$ cat src/hdl/wst_tap_cell.sv
// ----------------------------------------------------------------------------
// Wave stencil tap cell
// One window entry; takes its neighbor's value, or zero when clear is set, on each accepted transaction.
// ----------------------------------------------------------------------------
module wst_tap_cell #(
  parameter int WIDTH = 32
) (
  input  logic             clk,
  input  logic             rst,
  input  logic             shift,
  input  logic             clear,
  input  logic [WIDTH-1:0] d,
  output logic [WIDTH-1:0] q
);

  always_ff @(posedge clk) begin
    if (rst) begin
      q <= '0;
    end else if (shift) begin
      q <= clear ? '0 : d;
    end
  end

endmodule

$ cat config.mk
export PLATFORM = sky130hd
export DESIGN_NAME = wst_tap_cell
export DESIGN_NICKNAME = d
export VERILOG_FILES = /design/src/hdl/wst_tap_cell.sv
export SDC_FILE = /design/constraint.sdc
export NUM_CORES = 1
export LEC_CHECK = 0
export BUFFER_PORTS_ARGS = -buffer_cell sky130_fd_sc_hd__buf_2
export CAP_MARGIN = 20
export CORE_MARGIN = 2
export CORE_UTILIZATION = 48
export DETAILED_ROUTE_END_ITERATION = 8
export PLACE_DENSITY = 0.86
export SLEW_MARGIN = 20
export SYNTH_ARGS = -nofsm -noshare
export SYNTH_HDL_FRONTEND = slang
export SYNTH_SLANG_ARGS = --single-unit
export TNS_END_PERCENT = 5
$ cat constraint.sdc
create_clock -name clk -period 1.4 [get_ports clk]
set_input_delay 0.07 -clock clk [delete_from_list [all_inputs] [get_ports clk]]
set_output_delay 0.07 -clock clk [all_outputs]
set_load 0.01 [all_outputs]
**After elaboration in Yosys (flattened, before gate mapping)**

Index checks and enable logic that the tools add are counted.
Widths: inputs -> output; s select.

- Equality and inequality tests: 0
- Multiply operators: 0
- Mux-type cells: 1
- Divide/modulo/power cells: 0
- Order comparisons: 0
- Add/sub/neg operators: 0
- Reductions and logical operators: 0
- Bitwise operators: 0
- Shift-type cells: 0

Operator list:

| cell | count |
|---|---|
| $mux 32 | 1 |

- Latch bits: 0
- Flip-flop bits (word level): 32
- Bits in writable memories: 0
- Memory bits (read-only): 0
- Input port bits: 36
- Memories: 0
- Output and inout bits: 32

**Logic depth before layout (Yosys ltp)**

- Depth in word-level cells: 1
- Depth in mapped cells: 4

**Least setup slack after synthesis**

No wires, ideal clock.

- Path kind: reg2reg
- Start point: register, netlist name q[28]
- End point: register q[28]
- Path slack: 0.786 ns
- Arrival: 0.543 ns
- Library setup time: 0.070 ns
- Period minus slack after synthesis: 0.614 ns
- Cell stages (with the launch flop): 3
- Required time: 1.330 ns
- Cells stage by stage: dfxtp_1 nand2b_4 a21oi_1

RTL lines:

| what | line | source |
|---|---|---|
| end signal: assignment | 20 | `q <= clear ? '0 : d;` |
| end: declaration | 13 | `output logic [WIDTH-1:0] q` |

**Worst setup path in the final report**

- Start point: register q[28]
- End point: output q[28]

No word-level cell between the ends.

==> reports/metrics.cfg <==
[run_status]
status=complete, no violations

[finish]
stdcell_area_um2=1890
top_register=q
multi_input_area_um2=622
reg.largest.list=q: 32 flops
largest_reg_flops=32
drive_gt1_share_pct=37.1
syn2layout_area_growth_pct=38.4
fillers=204
final_util_pct=69.1
diodes=0
register_area_um2=641
nets=256

[place]
gp_congestion=0.727
place_area_um2=1660
portBuffers=67

[power]
swShare_pct=24.9
ir_drop_mv=0.802
p_int_mw=1.33
p_clk_share_pct=30.9
power.density_nw_per_um2=938
p_leak_nw=0.822
p_sw_mw=0.440
comb_power_share_pct=14.8
pwr-share-seq_pct=54.3

[flow_run]
max_cap_viol_count=0

[critical_path]
cp.required_ns=1.33
slowest_delay_ns=0.38
cp-end-kind=output pin
crit_fanout=2
path_delay_family=flip-flops
cp_num_buf_inv=1
cp.arrival_ns=0.85
r2r_setup_slack_ns=0.79
worst_setup_path_start_kind=register
worstSetupPathType=register to output pin
cp_slowest_cell=dfxtp_1
path_cells=buf_2

[route]
vias=1227
post_drt_wl_per_cell_um=11.6
via_per_inst=4.87
antenna_left=0
totalWireLength_um=2930
remaining_drc_errors=0
drt_iter0_drc=60
first_pass_iters=4

[sta]
grt_setup_unrepaired=no
slew_headroom_pct=61.3
clock.fmax_mhz=1090
finalSetupTns_ns=0
whs_ns=0.00926
setup_violations=0
maxSlewViolCount=0
fin_skew_ns=0
layout_min_cycle_time_ns=0.917
hold_viol_final=0
period_share_pct=65.5
max_slew.worst_pin.slew_ns=0.580

[global_routing]
grt_overflow=0
grt_pass1_wl_um=4670
grt_pass1_vias=1121
grt.total_usage_pct=18.2
use_met3_pct=6.35
top_usage_layer=met2
grt_max_degree=65
grt_use_met1_pct=21.5
antenna_found_initial=0
use_met2_pct=30.2

[cts]
cts_resized=0
clk_path_buf_depth=2
path_clk_slew_ns=0.10
cts_tree=yes
cts_buffers=5
cts.htree.levels=2
cts_root_buf=clkbuf_4
clock_latency_ns=0.33
clock-sinks=32

[floorplan]
die_area_um2=3280
die_x_um=57.3
core_um2=2730
io_pins=68
die_y_um=57.3
floorplan.rows=19
initial_utilization_pct=49.9

[logic_synthesis]
synth.ff_latch_count=32
ys_warn_count=0
syn_inst=141
synth_nets=177
synth_cell_types=10
synth.avg_cell_area_um2=9.67
ys_seq_area_share_pct=47.0
syn_area_um2=1360

[hold_path]
hold_class=input port to register

[cell usage in the layout, fill, tap and decap left out]
cell type       n
nand2b_4        1
buf_2          67
dlygate4sd3_1  17
a21oi_1        31
clkbuf_8        1
buf_12          1
a21oi_2         1
nand2b_2        4
nand3b_1       32
dfxtp_1        32
nand2b_1       27
clkbuf_4        5
clkinv_2        2
[metrics by stage]
step                      instances  total power [mW]  setup WS (ns)
after floorplan                 141              1.13          0.786
after global placement          227              1.21          0.615
after detailed placement        227              1.21          0.598
after CTS                       251              1.79          0.464
after global routing            252              1.86          0.435
final                           252              1.77          0.483
[synthesized netlist by cell type]
library cell | count | share of area, %
nand2b_4 | 1 | 1.0
nand2b_2 | 4 | 2.6
dfxtp_1 | 32 | 47
a21oi_1 | 31 | 11
a21oi_2 | 1 | 0.64
clkbuf_1 | 5 | 1.4
nand3b_1 | 32 | 18
buf_6 | 7 | 5.8
nand2b_1 | 27 | 12
buf_1 | 1 | 0.27
[metal layers]
layer  part of all wire (%)  up-vias
met5                      0        -
met3                    7.0        3
li1                       -      640
met1                     43      542
met2                     50       42
met4                   0.61        0
[kinds of logic after synthesis]
kind of cell | share of synthesized area [%]
and+or+nand+nor | 33.6
AOI/OAI and AO/OA | 12.0
DFF | 47.0
buffers and inverters | 7.43
[final timing paths]
kind,start,to,cells past startpoint
max,q[28],q[28],1
min,d[18],q[18],3
max reg2reg,q[11],q[11],2
min reg2reg,q[22],q[22],2
[power by group through the flow]
stage	registers, mW	logic [mW]	clock network (mW)
3_5_place_dp	0.983	0.226	0
5_1_grt	0.967	0.286	0.607
4_1_cts	0.962	0.261	0.565
6_report	0.962	0.262	0.547
2_1_floorplan	1.00	0.125	0
3_3_place_gp	0.982	0.224	0
[what timing repair did]
item                                   in CTS  in global routing
setup endpoints to repair                   0                  0
hold buffers                               16                  1
buffers inserted                            0                  0
endpoints found under the hold margin      16                  1
[final cells by class]
cell class                 count  share of cell area (%)
sequential                    32                    33.9
multi-input combinational     96                    32.9
timing repair buffer          85                    27.8
clock buffer                   6                    2.72
tap                           31                    2.05
clock inverter                 2                   0.530
No activity file was read; power rests on OpenSTA's default activity.
