**config.mk**
```make
export PLATFORM = sky130hd
export DESIGN_NAME = wst_out_fifo
export DESIGN_NICKNAME = d
export VERILOG_FILES = /design/src/hdl/wst_pkg.sv /design/src/hdl/wst_out_fifo.sv
export SDC_FILE = /design/constraint.sdc
export NUM_CORES = 1
export LEC_CHECK = 0
export ABC_AREA = 1
export CAP_MARGIN = 20
export CELL_PAD_IN_SITES_DETAIL_PLACEMENT = 1
export CELL_PAD_IN_SITES_GLOBAL_PLACEMENT = 2
export CORE_MARGIN = 8
export CORE_UTILIZATION = 37
export DETAILED_ROUTE_END_ITERATION = 10
export DONT_BUFFER_PORTS = 1
export PLACE_DENSITY_LB_ADDON = 0.1
export SLEW_MARGIN = 10
export SYNTH_ARGS = -nofsm -noshare
export SYNTH_HDL_FRONTEND = slang
export SYNTH_SLANG_ARGS = --single-unit
```
**constraint.sdc**
```tcl
create_clock -name clk -period 2.15 [get_ports clk]
set_input_delay 0.1075 -clock clk [delete_from_list [all_inputs] [get_ports clk]]
set_output_delay 0.1075 -clock clk [all_outputs]
set_load 0.01 [all_outputs]
```
**src/hdl/wst_pkg.sv**
```systemverilog
// ----------------------------------------------------------------------------
// Wave stencil time step package
// Shared widths, register indexes and payload types for the stencil block.
// ----------------------------------------------------------------------------
package wst_pkg;

  localparam int VALUE_WIDTH            = 32;
  localparam int COEF_WIDTH             = 32;
  localparam int COEF_LO_BITS           = 15;
  localparam int COEF_FRAC              = 30;
  localparam int WIN_DEPTH              = 7;
  localparam int PREV_DEPTH             = 4;
  localparam int DIFF_WIDTH             = VALUE_WIDTH + 7;
  localparam int TOTAL_WIDTH            = DIFF_WIDTH + COEF_WIDTH + 5;
  localparam int OUT_FIFO_DEPTH         = 8;
  localparam int DEFAULT_MAX_ROW_POINTS = 1024;

  localparam int CFG_INDEX_WIDTH = 2;
  localparam logic [CFG_INDEX_WIDTH-1:0] REG_HALF_WIDTH  = 2'd0;
  localparam logic [CFG_INDEX_WIDTH-1:0] REG_COEF_SECOND = 2'd1;
  localparam logic [CFG_INDEX_WIDTH-1:0] REG_COEF_FOURTH = 2'd2;
  localparam logic [CFG_INDEX_WIDTH-1:0] REG_COEF_SIXTH  = 2'd3;

  localparam logic [1:0] HALF_WIDTH_ONE   = 2'd1;
  localparam logic [1:0] HALF_WIDTH_TWO   = 2'd2;
  localparam logic [1:0] HALF_WIDTH_THREE = 2'd3;

  typedef logic signed [VALUE_WIDTH-1:0] value_t;
  typedef logic signed [COEF_WIDTH-1:0]  coef_t;

  typedef struct packed {
    logic valid;
    logic last;
  } tag_t;

  typedef struct packed {
    value_t u_next;
    logic   last_of_row;
    logic   saturated;
  } result_t;

endpackage

```
**src/hdl/wst_out_fifo.sv**
```systemverilog
// ----------------------------------------------------------------------------
// Wave stencil output queue
// Small register queue that holds results while the receiver stalls.
// ----------------------------------------------------------------------------
module wst_out_fifo import wst_pkg::*; #(
  parameter int DEPTH = OUT_FIFO_DEPTH
) (
  input  logic                       clk,
  input  logic                       rst,
  input  logic                       wr_en,
  input  result_t                    wr_data,
  output logic                       rd_valid,
  input  logic                       rd_stall,
  output result_t                    rd_data,
  output logic [$clog2(DEPTH+1)-1:0] count
);

  localparam int PTR_W = $clog2(DEPTH);
  localparam int CNT_W = $clog2(DEPTH + 1);

  result_t store [DEPTH];
  logic [PTR_W-1:0] wr_ptr, rd_ptr;
  logic pop;

  assign rd_valid = count != '0;
  assign pop      = rd_valid && !rd_stall;
  assign rd_data  = store[rd_ptr];

  always_ff @(posedge clk) begin
    if (wr_en) begin
      store[wr_ptr] <= wr_data;
    end
  end

  always_ff @(posedge clk) begin
    if (rst) begin
      wr_ptr <= '0;
      rd_ptr <= '0;
      count  <= '0;
    end else begin
      if (wr_en) begin
        wr_ptr <= (wr_ptr == PTR_W'(DEPTH - 1)) ? '0 : wr_ptr + 1'b1;
      end
      if (pop) begin
        rd_ptr <= (rd_ptr == PTR_W'(DEPTH - 1)) ? '0 : rd_ptr + 1'b1;
      end
      count <= count + CNT_W'(wr_en) - CNT_W'(pop);
    end
  end

endmodule

```
# After elaboration in Yosys (flattened, before gate mapping)

Memories as Yosys holds them, arrays and structs flattened. A register that Yosys moved wholly into a read port is not among the register bits.
Index checks and enable logic that the tools add are counted.

Memories: 1
Input port bits: 38
Output and inout port bits: 39
Flip-flop bits (word level): 10
RAM bits: 272
Word-level logic and storage cells: 19

Memory list:

| memory | words | bits a word | rd ports | clocked after memory_dff | wr ports | RTL line           | RTL |
|---|---|---|---|---|---|---|---|
| store  | 8     | 34          | 1        | 1                        | 1        | wst_out_fifo.sv:21 | `result_t store [DEPTH];` |

Add/subtract/negate cells: 4
Reduce and logical (&&, ||, !) cells: 3
Equal/unequal tests: 2
Muxes and demuxes: 6

Operator list:

| kind                  | number |
|---|---|
| $mux W3               | 4 |
| $add A3 B1 Y3 const B | 2 |
| $eq A3 B3 Y1 const B  | 2 |
| $add A4 B1 Y4         | 1 |
| $reduce_bool A4 Y1    | 1 |
| $sub A4 B1 Y4         | 1 |
| $mux W1               | 2 |
| $logic_and A1 B1 Y1   | 1 |
| $logic_not A1 Y1      | 1 |

# Logic depth before layout (Yosys ltp)

Gate-level depths: netlist of run 1.

Word-level depth: 4
Gate-level depth with buffers: 11
Mapped depth without buffers: 11

# Worst setup path after synthesis of run 1

No wires, ideal clock.

Path type: reg2reg
Start point: register wr_ptr[2]
End point: memory store[2][0] (netlist name) (enable)
Path buffers: 0
Period minus slack after synthesis: 2.338 ns
Data required time: 1.725 ns
Setup slack: -0.188 ns
Cell stages (with the launch flop): 4
Library setup time: 0.425 ns
Arrival: 1.913 ns
Cell sequence: dfxtp_1 inv_1 nand2_1 nor2_1

RTL lines:

| what                     | RTL line           | RTL |
|---|---|---|
| start: declaration       | wst_out_fifo.sv:22 | `logic [PTR_W-1:0] wr_ptr, rd_ptr;` |
| start signal: assignment | wst_out_fifo.sv:42 | `wr_ptr <= (wr_ptr == PTR_W'(DEPTH - 1)) ? '0 : wr_ptr + 1'b1;` |
| end: declaration         | wst_out_fifo.sv:21 |  |

Straight into the memory's write port.

==> flow_summary.yaml, run 1 <==
synth:
  yosys_warnings: 0
  synthDistinctLibCells: 19
  synthesis.area_um2: 12480
  syn_inst: 1271
  synth_seq_cells: 285
  yosysSeqAreaShare: 0.6756
  syn_nets: 1318
  syn_area_per_cell_um2: 9.816
timing:
  holdWs_ns: 0.05872
  min_period_ns: 1.964
  setup_viol: 0
  fin_crit_sh: 0.9134
  fin_skew_ns: 0.008730
  drv_slew: 0
  worst_pin_slew_ns: 0.4782
  max_slew_margin: 0.6812
  fmax_mhz: 509.2
  tns_ns: 0
  rsz0062_at_grt: "no"
  hold_viol_final: 0
  layout_setup_ws_ns: 0.1862
flow_run:
  cap_violations: 0
run_status:
  outcome: "finished clean"
worst_setup_path:
  crit_chain: "inv_2 > buf_12 > nand3_1 > nand2_1 > nand2_1 > nand2_1"
  critPathBufInv: 2
  max_stage_delay_ns: 0.34
  critPathLaunchType: "flop"
  path_class: "flop to primary output"
  crit_fanout: 32
  critPathTopFamily: "buffers and inverters"
  endpoint_kind: "primary output"
  cpMaxStageDelayCell: "dfxtp_2"
  critPathRequiredTime_ns: 2.04
  crit_top_cell: "nand2_1"
  cp_data_arrival_time_ns: 1.86
die:
  pin_count: 77
  core_um2: 33360
  die_w_um: 199.6
  rows: 67
  die_y_um: 199.6
  dieArea_um2: 39850
  start_util: 0.3739
final_layout:
  fillCellCount: 3757
  final_common_cell: "nand2_1"
  final_cell_mix: "nand2_1 (461), inv_1 (289), edfxtp_1 (272)"
  nNetsFinal: 1368
  antenna_cells: 0
  register_area_um2: 8434
  multiInputGateArea_um2: 2754
  drive_gt1_frac: 0.06101
  areaGrowthSynthToFinish_pct: 17.50
clocking:
  root_buffer: "clkbuf_16"
  clk_pin_slew_ns: 0.06
  htreeDepth: 2
  clk_latency_ns: 0.50
  cts_tree: "yes"
  clock_path_buffers: 3
  cts_made_buffers: 34
  clock-sinks: 285
global_routing:
  grt_max_degree: 137
  grt_use_met1: 0.2024
  grtUsageTotal: 0.1618
  busiest_layer: "met2"
  grt_pass1_wl_mm: 49.26
  use_met2: 0.2830
  grt_use_met3: 0.02947
  antenna_found_initial: 1
  grt_overflow: 0
  grt_pass1_vias: 8624
drt:
  drt-initial-drc-count: 379
  drt_pass1_iterations: 4
  drtAntennaViolNets: 0
  routed_via_density: 4.581
  vias: 8209
  finalWirelength_mm: 31.96
  wl_per_cell_um: 17.84
  drc: 0
placement:
  portBuffers: 0
  place.gp.congestion: 0.6855
  hpwl_mm: 17.42
  dp_slack_ns: 0.2875
hold_path:
  hp-class: "input pin to flop"
power:
  power_density_nw_per_um2: 1054
  vdd_drop_max_v: 0.0005856
  total_power_mw: 15.45
  p_leak_nw: 6.581
[registers in the layout, indices dropped and copies added (netlist names), named ones only]
name / cells
store: 272
count: 4
wr_ptr: 3
rd_ptr: 3
[routing by layer]
metal	vias up	part of all wire
met5	-	0.00041
met4	2	0.023
met3	48	0.037
met1	4020	0.45
li1	4040	-
met2	99	0.49
[final timing paths]
kind	start	end	slack, ns	cells past startpoint
min reg2reg	wr_ptr[0]$_SDFFE_PP0P_	wr_ptr[0]$_SDFFE_PP0P_	0.50	2
min	wr_en	wr_ptr[0]$_SDFFE_PP0P_	0.06	3
max	flop	rd_data[31]	0.19	6
max reg2reg	count[2]$_SDFF_PP0_	count[1]$_SDFF_PP0_	0.28	9
[Yosys cell counts (all sizes together)]
library cell	instances	area share
fa	1	0.0016
edfxtp	272	0.65
o21ai	2	0.00080
a21oi	5	0.0020
clkinv	1	0.00030
ha	8	0.0080
nor2	24	0.0072
nand2	461	0.14
clkbuf	21	0.0063
nand3	139	0.056
dfxtp	13	0.021
or2	1	0.00050
nand3b	1	0.00060
inv	291	0.088
xnor2	1	0.00070
buf	30	0.014
[kinds of logic (layout without fill, tap and decap cells)]
| group | Yosys count | after routing | share of synthesized area |
|---|---|---|---|
| compound gates | 7 | 7 | 0.002808 |
| xor+xnor | 1 | 1 | 0.0007022 |
| simple gates | 626 | 626 | 0.2028 |
| buf+inv | 343 | 416 | 0.1085 |
| flops | 285 | 285 | 0.6756 |
| fa+ha+maj | 9 | 9 | 0.009628 |
[worst min-delay path, stage by stage]
cell     delay (ns)
nand2_1        0.22
nand2_1        0.14
a21oi_1        0.04
[layout make-up]
type,instances,area share
multi-input cells,643,0.1879
well taps,448,0.03824
clock buffers,45,0.06231
inverters,292,0.07511
repair buffers,65,0.05343
clock inverters,14,0.007682
flip-flops and latches,285,0.5754
[report_power, final]
group          leakage (nW)  internal, mW  switching (mW)
sequential             2.58          6.30           0.129
combinational          3.50          1.08            2.58
clock                 0.498          3.21            2.16
total                  6.58          10.6            4.87
[repair_timing]
| item | 4_1_cts | 5_1_grt |
|---|---|---|
| setup endpoints to repair | 0 | 19 |
| resized for setup | 0 | 2 |
| hold buffers | 38 | 0 |
| endpoints found under the hold margin | 285 | 0 |
| setup buffers | 0 | 0 |
[per-stage QoR]
| stage | area (um^2) | util | cells |
|---|---|---|---|
| 6_report | 14660 | 0.4394 | 1792 |
| 5_1_grt | 14660 | 0.4394 | 1792 |
| 4_1_cts | 14620 | 0.4383 | 1791 |
| 3_5_place_dp | 13220 | 0.3962 | 1694 |
| 3_3_place_gp | 13220 | 0.3962 | 1694 |
| 2_1_floorplan | 12480 | - | 1271 |
(Power assumes the default switching activity.)
==> inputs of run 2 (changes only) <==
--- a/config.mk
+++ b/config.mk
@@ -5,15 +5,15 @@
 export SDC_FILE = /design/constraint.sdc
 export NUM_CORES = 1
 export LEC_CHECK = 0
-export ABC_AREA = 1
 export CAP_MARGIN = 20
 export CELL_PAD_IN_SITES_DETAIL_PLACEMENT = 1
 export CELL_PAD_IN_SITES_GLOBAL_PLACEMENT = 2
 export CORE_MARGIN = 8
-export CORE_UTILIZATION = 37
+export CORE_UTILIZATION = 41
 export DETAILED_ROUTE_END_ITERATION = 10
 export DONT_BUFFER_PORTS = 1
 export PLACE_DENSITY_LB_ADDON = 0.1
+export REMOVE_ABC_BUFFERS = 1
 export SLEW_MARGIN = 10
 export SYNTH_ARGS = -nofsm -noshare
 export SYNTH_HDL_FRONTEND = slang
==> flow_summary.yaml, run 2 <==
run_status:
  outcome: "complete, but fails checks"
  violations: "setup timing"
worst_setup_path:
  endpoint_kind: "primary output"
  critPathRequiredTime_ns: 2.04
  crit_fanout: 6
  crit_chain: "buf_12 > clkbuf_16 > mux4_2 > mux2_4"
  max_stage_delay_ns: 0.52
  timing.rr.end: "count[1]$_SDFF_PP0_"
  ff2ff_setup_slack_ns: 0.10
  cp_data_arrival_time_ns: 2.08
  path_class: "flop to primary output"
  critPathLaunchType: "flop"
  reg2reg_depth: 8
  rr_startpoint: "count[2]$_SDFF_PP0_"
  cpMaxStageDelayCell: "mux4_2"
placement:
  place_area_um2: 11690
  hpwl_mm: 12.80
  place.gp.congestion: 0.6680
  portBuffers: 0
  dp_slack_ns: -0.1334
drt:
  finalWirelength_mm: 23.52
  drt-initial-drc-count: 264
  drc: 0
  routed_via_density: 5.388
  drtAntennaViolNets: 0
  vias: 4957
  wl_per_cell_um: 25.56
  drt_pass1_iterations: 4
global_routing:
  grt_pass1_wl_mm: 35.02
  grtUsageTotal: 0.1425
  grt_overflow: 0
  grt_max_degree: 35
  antenna_found_initial: 2
  grt_pass1_vias: 5582
synth:
  yosysSeqAreaShare: 0.7660
  yosysMostFrequentCell: "edfxtp_1"
  ys_top_cells_by_count: "edfxtp_1 (272), mux4_2 (56), mux2_4 (20), mux2_2 (14), dfxtp_1 (13)"
  synth_seq_cells: 285
  yosys.area_share.simple: 0.01410
  synth_edf_count: 272
  post-synth-top-area-cell: "edfxtp_1"
  synthesis.area_um2: 11000
  syn_inst: 470
  synth_compound_area_frac: 0.006254
  synthMuxAreaShare: 0.1867
  synth_top_family_by_area: "multiplexers"
  async_flop_share: 0
  netlist.area_leader.share: 0.7423
  synth_ff_type: "edfxtp_1"
  yosys_warnings: 0
  synth-xor-area-share: 0.0007960
  syn_area_per_cell_um2: 23.41
  synthAdderAreaFrac: 0.01092
  synthDistinctLibCells: 29
  synth_area_leaders: "edfxtp_1 (74%), mux4_2 (11%), mux4_1 (2.9%), mux2_4 (2.7%), dfxtp_1 (2.4%)"
final_layout:
  drive_gt1_frac: 0.3310
  nNetsFinal: 602
  finish.utilization: 0.4972
  fillCellCount: 2317
  fin_area_um2: 13250
  largest_reg_flops: 272
  top_register: "store"
  areaGrowthSynthToFinish_pct: 20.43
  top_regs: "store (272), count (4)"
  final_cell_mix: "edfxtp_1 (272), mux4_2 (68), dlygate4sd3_1 (38)"
  final_common_cell: "edfxtp_1"
die:
  die_w_um: 179.8
  rows: 60
  start_util: 0.4129
  pin_count: 77
  dieArea_um2: 32340
  die_y_um: 179.8
  core_um2: 26650
flow_run:
  cap_violations: 0
timing:
  fmax_mhz: 458.2
  fin_skew_ns: 0.008853
  min_period_ns: 2.183
  rsz0062_at_grt: "yes"
  max_slew_margin: 0.6724
  worst_pin_slew_ns: 0.4898
  layout_setup_ws_ns: -0.03265
  fin_crit_sh: 1.015
  drv_slew: 0
  hold_viol_final: 0
  setup_viol: 16
  holdWs_ns: 0.2855
clocking:
  clk_pin_slew_ns: 0.06
  cts_made_buffers: 30
  clock-sinks: 285
  htreeDepth: 1
  clk_latency_ns: 0.54
  root_buffer: "clkbuf_16"
  cts_tree: "yes"
  clock_path_buffers: 3
power:
  vdd_drop_max_v: 0.0005567
  power_density_nw_per_um2: 1002
  p_leak_nw: 4.224
hold_path:
  whs_endpoint: "store[3][10]$_DFFE_PP_"
  whs_path_depth: 3
  hold_start: "wr_en"
  hp-class: "input pin to flop"
run 2: cell types whose count changed after synthesis, moves of 14 or more:
cell / change
mux4_2: +56
nand2_1: -457
mux2_4: +20
nand3_1: -137
inv_1: -283
mux2_2: +14
run 2: power by group:
| group | total (mW) | switching [mW] | leakage, nW | internal [mW] |
|---|---|---|---|---|
| sequential | 6.36 | 0.108 | 2.58 | 6.25 |
| clock | 4.96 | 1.99 | 0.461 | 2.96 |
| combinational | 1.96 | 0.904 | 1.18 | 1.05 |
| total | 13.3 | 3.01 | 4.22 | 10.3 |
run 2: kinds of logic (layout without fill, tap and decap cells):
logic type               after synthesis  in the layout
adder cells (fa/ha/maj)                9              9
AO/OA/AOI/OAI                         13             13
multiplexers                         104            104
other                                  0              2
XOR/XNOR                               1              1
flip-flops                           285            285
AND/OR/NAND/NOR                       31             31
buffers and inverters                 27            134
run 2: cell type report:
class / instances / area, um^2 / share of cell area
well taps: 341 / 426.7 / 0.03220
repair buffers: 74 / 944.7 / 0.07129
clock buffers: 37 / 798.3 / 0.06024
multi-input cells: 158 / 2466 / 0.1861
inverters: 6 / 22.52 / 0.001700
clock inverters: 17 / 151.4 / 0.01142
diodes: 2 / 5.005 / 0.0003777
flip-flops and latches: 285 / 8437 / 0.6367
run 2: worst max-delay path: cells and delay by family, from the launching register on:
kind / cells / cell delay, ns
buffers and inverters: 2 / 0.30
flip-flops: 1 / 0.41
multiplexers: 2 / 0.83
run 2: timing repair:
action,CTS,global route
hold endpoints to repair,285,0
gates cloned,3,3
setup buffers,1,3
gates resized for setup,13,18
hold buffers,38,0
endpoints found under the setup margin,35,36
run 2: worst max path at each step:
stage / from / end / slack [ns] / depth (start not counted)
floorplan: flop / rd_data[13] / -1.68 / 2
global placement: count[2]$_SDFF_PP0_ / count[2]$_SDFF_PP0_ / -0.04 / 9
detailed placement: count[2]$_SDFF_PP0_ / count[2]$_SDFF_PP0_ / -0.13 / 9
CTS: flop / rd_data[16] / -0.11 / 3
global route: flop / rd_data[21] / -0.1 / 4
finish: flop / rd_data[4] / -0.03 / 4
run 2: routing by layer:
metal  wire length [um]  global-route usage  vias up  share of wire
li1                   -                   -     2149              -
met1              10250              0.1813     2669           0.44
met2              11910              0.2444      106           0.51
met3               1025             0.03246       33          0.044
met4                331             0.03501        0          0.014
met5                  0                   0        -              0
run 2: per-stage QoR:
stage               power (mW)  std cells  setup TNS [ns]
detailed placement       8.093        816         -0.2234
floorplan                7.621        449         -179.86
CTS                      13.33        912          -1.396
finish                   13.27        920         -0.2434
global placement         8.053        816        -0.04102
global route             13.81        920          -2.412
